--- src/sv/delta_list_timer_queue_assert.svh ---
// Assertion macros shared by the timer queue RTL.
`ifndef DELTA_LIST_TIMER_QUEUE_ASSERT_SVH
`define DELTA_LIST_TIMER_QUEUE_ASSERT_SVH

// Same-cycle implication, checked on every rising edge outside reset.
`define DLTQ_ASSERT_NOW(label, clk, rst, ante, cons) \
  label: assert property (@(posedge clk) disable iff (rst) (ante) |-> (cons)) \
    else $error("timer queue assertion failed");

// Implication whose consequent is checked in the next cycle.
`define DLTQ_ASSERT_NEXT(label, clk, rst, ante, cons) \
  label: assert property (@(posedge clk) disable iff (rst) (ante) |=> (cons)) \
    else $error("timer queue assertion failed");

`endif

--- src/sv/dltq_pkg.sv ---
package dltq_pkg;

  localparam int DEPTH_DEFAULT = 16;
  // At most this many expiries are reported for one tick.
  localparam int MAX_RES       = 16;
  localparam int POP_W         = $clog2(MAX_RES + 1);
  localparam int ID_W          = 32;
  localparam int DELAY_W       = 32;

  typedef enum logic [1:0] {
    FUNC_INSERT = 2'd0,
    FUNC_CANCEL = 2'd1,
    FUNC_TICK   = 2'd2
  } func_t;

  typedef enum logic [2:0] {
    KIND_EXPIRED   = 3'd0,
    KIND_INSERTED  = 3'd1,
    KIND_REJECTED  = 3'd2,
    KIND_CANCELLED = 3'd3,
    KIND_NOT_FOUND = 3'd4
  } kind_t;

  typedef struct packed {
    logic [ID_W-1:0]    id;
    logic [DELAY_W-1:0] delta;
  } entry_t;

  localparam int ENTRY_W = $bits(entry_t);

  typedef enum logic [3:0] {
    ST_IDLE,
    ST_INS_SCAN,
    ST_INS_SHIFT,
    ST_INS_TAIL,
    ST_CAN_SCAN,
    ST_CAN_SHIFT,
    ST_TICK_HEAD,
    ST_TICK_NEXT,
    ST_RESP
  } state_t;

endpackage

--- src/sv/dltq_cmd_if.sv ---
interface dltq_cmd_if;
  logic        valid;
  logic        ready;
  logic [1:0]  func;
  logic [31:0] timer_id;
  logic [31:0] delay_ticks;

  modport source (output valid, func, timer_id, delay_ticks, input ready);
  modport sink   (input valid, func, timer_id, delay_ticks, output ready);
endinterface

--- src/sv/dltq_res_if.sv ---
interface dltq_res_if;
  logic        valid;
  logic        ready;
  logic [2:0]  kind;
  logic [31:0] timer_id_res;
  logic        last;

  modport source (output valid, kind, timer_id_res, last, input ready);
  modport sink   (input valid, kind, timer_id_res, last, output ready);
endinterface

--- src/sv/dltq_ram.sv ---
module dltq_ram #(
  parameter int WIDTH = dltq_pkg::ENTRY_W,
  parameter int DEPTH = dltq_pkg::DEPTH_DEFAULT
) (
  input  logic                     clk,
  input  logic                     we,
  input  logic [$clog2(DEPTH)-1:0] waddr,
  input  logic [WIDTH-1:0]         wdata,
  input  logic                     re,
  input  logic [$clog2(DEPTH)-1:0] raddr,
  output logic [WIDTH-1:0]         rdata
);

  logic [WIDTH-1:0] mem [DEPTH];

  // Read data holds its value while re is low.
  always_ff @(posedge clk) begin
    if (we) begin
      mem[waddr] <= wdata;
    end
    if (re) begin
      rdata <= mem[raddr];
    end
  end

endmodule

--- src/sv/delta_list_timer_queue.sv ---
// Delta-list timer queue.
// Commands arrive as words on the cmd channel (valid/ready): insert a timer
// with an id and a delay in ticks, cancel a timer by id, or advance time by
// one tick. Results leave as words on the res channel: one word for each
// insert or cancel, and one word per expired timer for a tick (none if the
// queue is empty or nothing expires); last marks the final word of a command.
// Pending timers live in one entry memory of DEPTH words, a ring starting at
// the head pointer, each word holding an id and a delay relative to the
// entry before it.
// A command is taken only while the controller is idle. An insert walks the
// ring one entry per cycle, reading it through the single read port of the
// entry memory.
// Reset empties the queue at once; the memory needs no clearing pass.
// A result sits in an output register, so the next command is accepted while
// it waits; if the receiver stalls further words, the controller holds.
module delta_list_timer_queue #(
  parameter int DEPTH = dltq_pkg::DEPTH_DEFAULT
) (
  input  logic       clk,
  input  logic       rst,
  dltq_cmd_if.sink   cmd,
  dltq_res_if.source res
);

  localparam int AW = $clog2(DEPTH);
  localparam int CW = $clog2(DEPTH + 1);
  localparam int NW = dltq_pkg::POP_W;

  dltq_pkg::state_t state, state_next;

  logic [CW-1:0] count, count_next;
  logic [AW-1:0] head, head_next;
  logic [AW-1:0] k, k_next;
  logic [NW-1:0] n, n_next;
  logic [31:0]   sum_before, sum_before_next;
  logic [31:0]   addend, addend_next;
  logic [31:0]   cmd_id, cmd_id_next;
  logic [31:0]   cmd_delay, cmd_delay_next;
  logic [31:0]   res_id, res_id_next;
  dltq_pkg::kind_t  res_kind, res_kind_next;
  dltq_pkg::entry_t carry, carry_next;

  logic                    ram_we, ram_re;
  logic [AW-1:0]           ram_waddr, ram_raddr;
  logic [dltq_pkg::ENTRY_W-1:0] ram_wdata, ram_rdata;
  dltq_pkg::entry_t        rd;

  logic            out_valid;
  dltq_pkg::kind_t out_kind;
  logic [31:0]     out_id;
  logic            out_last;
  logic            emit, emit_last;
  dltq_pkg::kind_t emit_kind;

  // Ring position of logical entry j, counted from the head.
  function automatic logic [AW-1:0] wrap_add(logic [AW-1:0] a, logic [AW-1:0] b);
    logic [AW:0] s;
    s = {1'b0, a} + {1'b0, b};
    if (s >= (AW + 1)'(DEPTH)) begin
      s = s - (AW + 1)'(DEPTH);
    end
    return s[AW-1:0];
  endfunction

  dltq_ram #(
    .WIDTH (dltq_pkg::ENTRY_W),
    .DEPTH (DEPTH)
  ) u_entries (
    .clk   (clk),
    .we    (ram_we),
    .waddr (ram_waddr),
    .wdata (ram_wdata),
    .re    (ram_re),
    .raddr (ram_raddr),
    .rdata (ram_rdata)
  );

  assign rd = dltq_pkg::entry_t'(ram_rdata);

  // Conditions shared by the next-state and datapath logic.
  logic          cmd_fire, slot_free, more_k, ins_here, id_hit, pop_head, more_pop;
  logic [CW-1:0] k_inc;
  logic [NW-1:0] n_inc;
  logic [CW-1:0] count_dec;
  logic [32:0]   through;
  logic [31:0]   head_dec, new_delta;

  assign cmd.ready = (state == dltq_pkg::ST_IDLE);
  assign cmd_fire  = cmd.valid && cmd.ready;
  assign slot_free = !out_valid || res.ready;
  assign k_inc     = CW'(k) + CW'(1);
  assign more_k    = k_inc < count;
  // The running sum through entry k is the time left of that entry.
  assign through   = {1'b0, sum_before} + {1'b0, rd.delta};
  // Only the head needs a strictly earlier deadline to be overtaken.
  assign ins_here  = (k == '0) ? (cmd_delay < rd.delta) : ({1'b0, cmd_delay} <= through);
  assign new_delta = cmd_delay - sum_before;
  assign id_hit    = (rd.id == cmd_id);
  assign head_dec  = (rd.delta != '0) ? rd.delta - 32'd1 : '0;
  assign pop_head  = (head_dec == '0);
  assign n_inc     = n + NW'(1);
  assign count_dec = count - CW'(1);
  assign more_pop  = (count_dec != '0) && (n_inc < NW'(dltq_pkg::MAX_RES));

  always_comb begin
    state_next = state;
    case (state)
      dltq_pkg::ST_IDLE: begin
        if (cmd_fire) begin
          case (dltq_pkg::func_t'(cmd.func))
            dltq_pkg::FUNC_INSERT: begin
              if (count == CW'(DEPTH) || count == '0) begin
                state_next = dltq_pkg::ST_RESP;
              end else begin
                state_next = dltq_pkg::ST_INS_SCAN;
              end
            end
            dltq_pkg::FUNC_CANCEL: begin
              if (count == '0) begin
                state_next = dltq_pkg::ST_RESP;
              end else begin
                state_next = dltq_pkg::ST_CAN_SCAN;
              end
            end
            dltq_pkg::FUNC_TICK: begin
              if (count != '0) begin
                state_next = dltq_pkg::ST_TICK_HEAD;
              end
            end
            default: state_next = dltq_pkg::ST_IDLE;
          endcase
        end
      end
      dltq_pkg::ST_INS_SCAN: begin
        if (ins_here) begin
          state_next = more_k ? dltq_pkg::ST_INS_SHIFT : dltq_pkg::ST_INS_TAIL;
        end else begin
          state_next = more_k ? dltq_pkg::ST_INS_SCAN : dltq_pkg::ST_RESP;
        end
      end
      dltq_pkg::ST_INS_SHIFT: begin
        state_next = more_k ? dltq_pkg::ST_INS_SHIFT : dltq_pkg::ST_INS_TAIL;
      end
      dltq_pkg::ST_INS_TAIL: state_next = dltq_pkg::ST_RESP;
      dltq_pkg::ST_CAN_SCAN: begin
        if (id_hit) begin
          state_next = more_k ? dltq_pkg::ST_CAN_SHIFT : dltq_pkg::ST_RESP;
        end else begin
          state_next = more_k ? dltq_pkg::ST_CAN_SCAN : dltq_pkg::ST_RESP;
        end
      end
      dltq_pkg::ST_CAN_SHIFT: begin
        state_next = more_k ? dltq_pkg::ST_CAN_SHIFT : dltq_pkg::ST_RESP;
      end
      dltq_pkg::ST_TICK_HEAD: begin
        if (!pop_head) begin
          state_next = dltq_pkg::ST_IDLE;
        end else begin
          state_next = more_pop ? dltq_pkg::ST_TICK_NEXT : dltq_pkg::ST_RESP;
        end
      end
      dltq_pkg::ST_TICK_NEXT: begin
        if (slot_free) begin
          if (rd.delta == '0) begin
            state_next = more_pop ? dltq_pkg::ST_TICK_NEXT : dltq_pkg::ST_RESP;
          end else begin
            state_next = dltq_pkg::ST_IDLE;
          end
        end
      end
      dltq_pkg::ST_RESP: begin
        if (slot_free) begin
          state_next = dltq_pkg::ST_IDLE;
        end
      end
      default: state_next = dltq_pkg::ST_IDLE;
    endcase
  end

  always_comb begin
    count_next      = count;
    head_next       = head;
    k_next          = k;
    n_next          = n;
    sum_before_next = sum_before;
    addend_next     = addend;
    cmd_id_next     = cmd_id;
    cmd_delay_next  = cmd_delay;
    res_id_next     = res_id;
    res_kind_next   = res_kind;
    carry_next      = carry;
    ram_we          = 1'b0;
    ram_waddr       = head;
    ram_wdata       = carry;
    ram_re          = 1'b0;
    ram_raddr       = head;
    emit            = 1'b0;
    emit_kind       = res_kind;
    emit_last       = 1'b1;
    case (state)
      dltq_pkg::ST_IDLE: begin
        if (cmd_fire) begin
          cmd_id_next     = cmd.timer_id;
          cmd_delay_next  = cmd.delay_ticks;
          res_id_next     = cmd.timer_id;
          k_next          = '0;
          n_next          = '0;
          sum_before_next = '0;
          case (dltq_pkg::func_t'(cmd.func))
            dltq_pkg::FUNC_INSERT: begin
              if (count == CW'(DEPTH)) begin
                res_kind_next = dltq_pkg::KIND_REJECTED;
              end else begin
                res_kind_next = dltq_pkg::KIND_INSERTED;
                if (count == '0) begin
                  ram_we     = 1'b1;
                  ram_waddr  = head;
                  ram_wdata  = {cmd.timer_id, cmd.delay_ticks};
                  count_next = count + CW'(1);
                end else begin
                  ram_re = 1'b1;
                end
              end
            end
            dltq_pkg::FUNC_CANCEL: begin
              res_kind_next = dltq_pkg::KIND_NOT_FOUND;
              ram_re        = (count != '0);
            end
            dltq_pkg::FUNC_TICK: begin
              res_kind_next = dltq_pkg::KIND_EXPIRED;
              ram_re        = (count != '0);
            end
            default: ;
          endcase
        end
      end
      dltq_pkg::ST_INS_SCAN: begin
        if (ins_here) begin
          // New timer takes slot k; the old entry moves up with a smaller delta.
          ram_we     = 1'b1;
          ram_waddr  = wrap_add(head, k);
          ram_wdata  = {cmd_id, new_delta};
          carry_next = '{id: rd.id, delta: rd.delta - new_delta};
        end else begin
          sum_before_next = through[31:0];
        end
        if (more_k) begin
          ram_re    = 1'b1;
          ram_raddr = wrap_add(head, k_inc[AW-1:0]);
          k_next    = k_inc[AW-1:0];
        end else if (!ins_here) begin
          ram_we     = 1'b1;
          ram_waddr  = wrap_add(head, count[AW-1:0]);
          ram_wdata  = {cmd_id, cmd_delay - through[31:0]};
          count_next = count + CW'(1);
        end
      end
      dltq_pkg::ST_INS_SHIFT: begin
        ram_we     = 1'b1;
        ram_waddr  = wrap_add(head, k);
        ram_wdata  = carry;
        carry_next = rd;
        if (more_k) begin
          ram_re    = 1'b1;
          ram_raddr = wrap_add(head, k_inc[AW-1:0]);
          k_next    = k_inc[AW-1:0];
        end
      end
      dltq_pkg::ST_INS_TAIL: begin
        ram_we     = 1'b1;
        ram_waddr  = wrap_add(head, count[AW-1:0]);
        ram_wdata  = carry;
        count_next = count + CW'(1);
      end
      dltq_pkg::ST_CAN_SCAN: begin
        if (id_hit) begin
          res_kind_next = dltq_pkg::KIND_CANCELLED;
          addend_next   = rd.delta;
          if (!more_k) begin
            count_next = count_dec;
          end
        end
        if (more_k) begin
          ram_re    = 1'b1;
          ram_raddr = wrap_add(head, k_inc[AW-1:0]);
          k_next    = k_inc[AW-1:0];
        end
      end
      dltq_pkg::ST_CAN_SHIFT: begin
        // Entry k moves down one place; the first one absorbs the removed delta.
        ram_we      = 1'b1;
        ram_waddr   = wrap_add(head, k - AW'(1));
        ram_wdata   = {rd.id, rd.delta + addend};
        addend_next = '0;
        if (more_k) begin
          ram_re    = 1'b1;
          ram_raddr = wrap_add(head, k_inc[AW-1:0]);
          k_next    = k_inc[AW-1:0];
        end else begin
          count_next = count_dec;
        end
      end
      dltq_pkg::ST_TICK_HEAD: begin
        if (!pop_head) begin
          ram_we    = 1'b1;
          ram_waddr = head;
          ram_wdata = {rd.id, head_dec};
        end else begin
          res_id_next = rd.id;
          head_next   = wrap_add(head, AW'(1));
          count_next  = count_dec;
          n_next      = n_inc;
          if (more_pop) begin
            ram_re    = 1'b1;
            ram_raddr = wrap_add(head, AW'(1));
          end
        end
      end
      dltq_pkg::ST_TICK_NEXT: begin
        // The previous expiry is held until the new head shows whether it is last.
        if (slot_free) begin
          emit      = 1'b1;
          emit_kind = dltq_pkg::KIND_EXPIRED;
          if (rd.delta == '0) begin
            emit_last   = 1'b0;
            res_id_next = rd.id;
            head_next   = wrap_add(head, AW'(1));
            count_next  = count_dec;
            n_next      = n_inc;
            if (more_pop) begin
              ram_re    = 1'b1;
              ram_raddr = wrap_add(head, AW'(1));
            end
          end
        end
      end
      dltq_pkg::ST_RESP: begin
        emit = slot_free;
      end
      default: ;
    endcase
  end

  always_ff @(posedge clk) begin
    if (rst) begin
      state     <= dltq_pkg::ST_IDLE;
      count     <= '0;
      head      <= '0;
      out_valid <= 1'b0;
    end else begin
      state <= state_next;
      count <= count_next;
      head  <= head_next;
      if (emit) begin
        out_valid <= 1'b1;
      end else if (res.ready) begin
        out_valid <= 1'b0;
      end
    end
  end

  always_ff @(posedge clk) begin
    k          <= k_next;
    n          <= n_next;
    sum_before <= sum_before_next;
    addend     <= addend_next;
    cmd_id     <= cmd_id_next;
    cmd_delay  <= cmd_delay_next;
    res_id     <= res_id_next;
    res_kind   <= res_kind_next;
    carry      <= carry_next;
    if (emit) begin
      out_kind <= emit_kind;
      out_id   <= res_id;
      out_last <= emit_last;
    end
  end

  assign res.valid        = out_valid;
  assign res.kind         = out_kind;
  assign res.timer_id_res = out_id;
  assign res.last         = out_last;

  `include "delta_list_timer_queue_assert.svh"

  // A new result word never overwrites one that the receiver has not taken.
  `DLTQ_ASSERT_NOW(a_no_overwrite, clk, rst, emit, slot_free)
  // The shifting walks never read and write the same entry in one cycle.
  `DLTQ_ASSERT_NOW(a_ram_no_clash, clk, rst, ram_we && ram_re, ram_waddr != ram_raddr)
  // A tick on an empty queue leaves the controller idle with nothing to send.
  `DLTQ_ASSERT_NEXT(a_empty_tick, clk, rst,
      cmd_fire && cmd.func == dltq_pkg::FUNC_TICK && count == '0,
      state == dltq_pkg::ST_IDLE && count == '0)

endmodule

--- src/flat_wrapper.sv ---
// flat-port wrapper written by rule: the top's interface ports become plain ports
module delta_list_timer_queue_flat 
#(
  parameter int DEPTH = dltq_pkg::DEPTH_DEFAULT
)
  (clk, rst, cmd_valid, cmd_func, cmd_timer_id, cmd_delay_ticks, cmd_ready, res_valid, res_kind, res_timer_id_res, res_last, res_ready);
  dltq_cmd_if cmd_i ();
  dltq_res_if res_i ();
  input  logic clk;
  input  logic rst;
  input wire logic [$bits(cmd_i.valid)-1:0] cmd_valid;
  input wire logic [$bits(cmd_i.func)-1:0] cmd_func;
  input wire logic [$bits(cmd_i.timer_id)-1:0] cmd_timer_id;
  input wire logic [$bits(cmd_i.delay_ticks)-1:0] cmd_delay_ticks;
  output wire logic [$bits(cmd_i.ready)-1:0] cmd_ready;
  output wire logic [$bits(res_i.valid)-1:0] res_valid;
  output wire logic [$bits(res_i.kind)-1:0] res_kind;
  output wire logic [$bits(res_i.timer_id_res)-1:0] res_timer_id_res;
  output wire logic [$bits(res_i.last)-1:0] res_last;
  input wire logic [$bits(res_i.ready)-1:0] res_ready;
  assign cmd_i.valid = cmd_valid;
  assign cmd_i.func = cmd_func;
  assign cmd_i.timer_id = cmd_timer_id;
  assign cmd_i.delay_ticks = cmd_delay_ticks;
  assign cmd_ready = cmd_i.ready;
  assign res_valid = res_i.valid;
  assign res_kind = res_i.kind;
  assign res_timer_id_res = res_i.timer_id_res;
  assign res_last = res_i.last;
  assign res_i.ready = res_ready;
  delta_list_timer_queue #(.DEPTH(DEPTH)) u_core (.clk(clk), .rst(rst), .cmd(cmd_i), .res(res_i));
endmodule
--- config.mk ---
export PLATFORM = sky130hd
export DESIGN_NAME = delta_list_timer_queue_flat
export DESIGN_NICKNAME = d
export VERILOG_FILES = /design/src/sv/dltq_pkg.sv /design/src/sv/dltq_cmd_if.sv /design/src/sv/dltq_res_if.sv /design/src/sv/dltq_ram.sv /design/src/sv/delta_list_timer_queue.sv /design/src/flat_wrapper.sv
export VERILOG_INCLUDE_DIRS = /design/src /design/src/sv
export SDC_FILE = /design/constraint.sdc
export NUM_CORES = 2
export LEC_CHECK = 0
export BUFFER_PORTS_ARGS = -buffer_cell sky130_fd_sc_hd__buf_4
export CAP_MARGIN = 20
export CORE_MARGIN = 2
export CORE_UTILIZATION = 45
export DETAILED_ROUTE_END_ITERATION = 8
export GPL_ROUTABILITY_DRIVEN = 0
export HOLD_SLACK_MARGIN = 0.03
export SYNTH_ARGS = -nofsm -noshare
export SYNTH_HDL_FRONTEND = slang
export SYNTH_HIERARCHICAL = 1
export SYNTH_SLANG_ARGS = --single-unit
--- constraint.sdc ---
create_clock -name clk -period 34.4 [get_ports clk]
set_input_delay 1.72 -clock clk [delete_from_list [all_inputs] [get_ports clk]]
set_output_delay 1.72 -clock clk [all_outputs]
set_load 0.005 [all_outputs]
==> results.py <==
metrics = {
    "synthesis": {
        "synth_compound_area_share_pct": 10.6,
        "syn-cell-area_um2": 64400,
        "syn_area_per_cell_um2": 14.9,
        "synthAdderAreaFrac_pct": 4.56,
        "yosysUniqueCellTypes": 88,
        "synthMuxAreaShare_pct": 9.65,
        "synth-edff-count": 1360,
        "synth_ff_type": "edfxtp_1",
        "yosysWarningCount": 6,
        "synthXorXnorAreaFrac_pct": 2.86,
        "syn_inst": 4315,
        "ys_seq_area_share_pct": 63.9,
        "synth_top_cell_by_area": "edfxtp_1",
        "syn_nets": 4613,
        "synth_top_area_share_pct": 63.5,
        "synth_area_leaders": "edfxtp_1 (63%), mux4_2 (9.0%), ha_1 (4.3%)",
        "ys_async_sr_fraction_pct": 0,
        "synth_simple_gate_area_share_pct": 6.30,
        "synth_top_family_by_area": "compound AO/OA/AOI/OAI gates",
        "synth-seq-cells": 1374,
    },
    "die": {
        "start_util_pct": 45.4,
        "die_w_um": 382,
        "row_count": 138,
        "core-area_um2": 142000,
        "dieHeight_um": 382,
        "ioPinCount": 108,
        "die_area_um2": 146000,
    },
    "global_routing": {
        "antenna_found_initial": 5,
        "met1_usage_pct": 35.5,
        "use_met2_pct": 38.6,
        "grt_util_met3_pct": 3.68,
        "grt.busiest_layer": "met2",
        "grt_max_degree": 126,
        "overflow": 0,
        "grt_usage_pct": 24.9,
        "grt_pass1_wl_um": 268000,
        "grt_pass1_vias": 39500,
    },
    "drt": {
        "drc_errors": 0,
        "ant_nets": 0,
        "avgRoutedWirePerCell_um": 28.2,
        "wirelength_um": 183000,
        "dr.pass1.iters": 6,
        "via_per_inst": 6.21,
        "num_vias": 40300,
        "dr.first_iter.drc_count": 4228,
    },
    "clocking": {
        "ctsResizeCount": 0,
        "postCtsHoldBufs": 0,
        "ctsRootBufferMaster": "clkbuf_16",
        "cts_inserted_buffers": 146,
        "clk_pin_slew_worst_paths_ns": 0.06,
        "htreeDepth": 4,
        "insertion_delay_ns": 0.79,
        "max-clock-path-buffers": 3,
        "cts_setup_buffers": 0,
        "cts_tree": "done",
        "clock_sinks": 1374,
    },
    "sta": {
        "rsz0062_at_grt": "false",
        "tns_ns": 0,
        "min_period_over_period_pct": 28.4,
        "setup_ws_ns": 24.64,
        "drv_slew": 0,
        "tightest_slew_ns": 1.22,
        "worst_hold_slack_ns": 0.410,
        "period_needed_ns": 9.76,
        "relSlewSlack_pct": 16.6,
        "hold_viol_final": 0,
        "setup_viol": 0,
        "clock.fmax_ghz": 0.102,
        "finClkSkew_ns": 0.0446,
    },
    "place": {
        "dp_slack_ns": 24.78,
        "portBuffers": 107,
        "dp_hpwl_um": 118000,
    },
    "critical_path": {
        "cp-end-kind": "register",
        "cp.buffers_inverters": 2,
        "crit_top_cell": "o21ai_0",
        "cp.required_ns": 34.78,
        "r2r-start": "u_core/u_entries/rdata[5]",
        "critical_path_arrival_ns": 10.13,
        "critPathLaunchType": "register",
        "startpoint": "u_core/u_entries/rdata[5]",
        "path_class": "reg -> reg",
        "crit_slowest_cell": "buf_4",
        "critPathTopFamily": "compound AO/OA/AOI/OAI gates",
        "cp_max_fo": 47,
        "slowest_delay_ns": 0.83,
    },
    "flow_run": {
        "max_cap_viol_count": 0,
    },
    "cells_and_area": {
        "layout-area-overhead-vs-synth_pct": 12.1,
        "max_flop_register": "u_core/u_entries/mem",
        "drive_gt1_share_pct": 16.8,
        "largestRegisters": "u_core/u_entries/mem x1024, u_core/carry x64, u_core/u_entries/rdata x64",
        "fin_nets": 4772,
        "largest_reg_flops": 1024,
    },
    "outcome": {
        "status": "complete, no violations",
    },
    "worst_hold_path": {
        "hp-class": "reg -> reg",
        "hold_start": "u_core/res_id[5]",
    },
}
## worst reg2reg max path: cells and delay by family, from the launching register on
family | cells | cell delay [ns]
adder cells (fa/ha/maj) | 2 | 0.76
AO/OA/AOI/OAI | 15 | 4.51
AND/OR/NAND/NOR | 6 | 2.08
flip-flops | 1 | 0.54
XOR/XNOR | 1 | 0.11
buffers and inverters | 2 | 1.32
## per-layer routing
| layer | routed length (um) | up-vias |
|---|---|---|
| li1 | - | 17400 |
| met1 | 77900 | 20800 |
| met2 | 84300 | 1705 |
| met3 | 13100 | 362 |
| met4 | 7190 | 4 |
| met5 | 22 | - |
## placed cells by master (no fill, tap or decap), drive strengths merged, types with 28 or more instances in the layout
cell    instances
a22oi         165
nand2         268
edfxtp       1360
nor3           53
a31oi          28
nor2          230
nand4          40
xor2           67
mux2           33
nand3          69
a21oi         251
o21ai         176
ha            219
mux4          256
clkbuf        171
nor2b          35
a21o           87
xnor2         143
inv           143
buf           199
o21a           70
clkinv         78
o31ai          55
nand2b         45
## path summary, 6_finish.rpt
| kind | to | slack [ns] | cells after the start |
|---|---|---|---|
| min | u_core/res.timer_id_res[5] | 0.41 | 0 |
| min reg2reg | u_core/res.timer_id_res[5] | 0.41 | 0 |
| max | u_core/u_entries/mem[14][12] | 24.64 | 26 |
| max reg2reg | u_core/u_entries/mem[14][12] | 24.64 | 26 |
## per-stage QoR
stage          cell area, um2  std cells  util, %
4_1_cts                 72100       6477     50.9
6_report                72200       6483     50.9
3_3_place_gp            67600       6209     47.7
5_1_grt                 72200       6481     50.9
3_5_place_dp            67600       6212     47.7
2_1_floorplan           64400       4315        -
## logic make-up (layout without fill, tap and decap cells)
group | count (synthesis) | count (layout)
other | 0 | 2
buffers and inverters | 325 | 601
multiplexers | 296 | 296
adder cells (fa/ha/maj) | 229 | 229
AND/OR/NAND/NOR | 858 | 858
AO/OA/AOI/OAI | 1023 | 1023
XOR/XNOR | 210 | 210
flip-flops | 1374 | 1374
## cells in the mapped netlist (all sizes together), types with 21 or more instances
cell       n
edfxtp  1360
a22oi    165
xnor2    143
clkbuf   108
nor2b     35
and3      22
o21a      70
o211ai    21
o21ai    176
xor2      67
mux2      33
nor2     230
a21oi    251
buf       81
mux4     256
o31ai     55
inv      136
a31oi     28
nand2    268
ha       219
nand3     69
nand2b    45
nor3      53
a221oi    26
a21o      87
nand4     40
## cell type report
cell class              count  area (um2)
diodes                      2        5.00
clock buffers             170        3760
well taps                1890        2360
fillers                 11800       69600
repair buffers            200        1550
flip-flops and latches   1374       41100
inverters                 136         512
multi-input cells        2616       22100
clock inverters            95         714
Power is left out: the tool's default activity adds up to more than one toggle a clock period on the data nets, which glitch-free logic cannot reach.
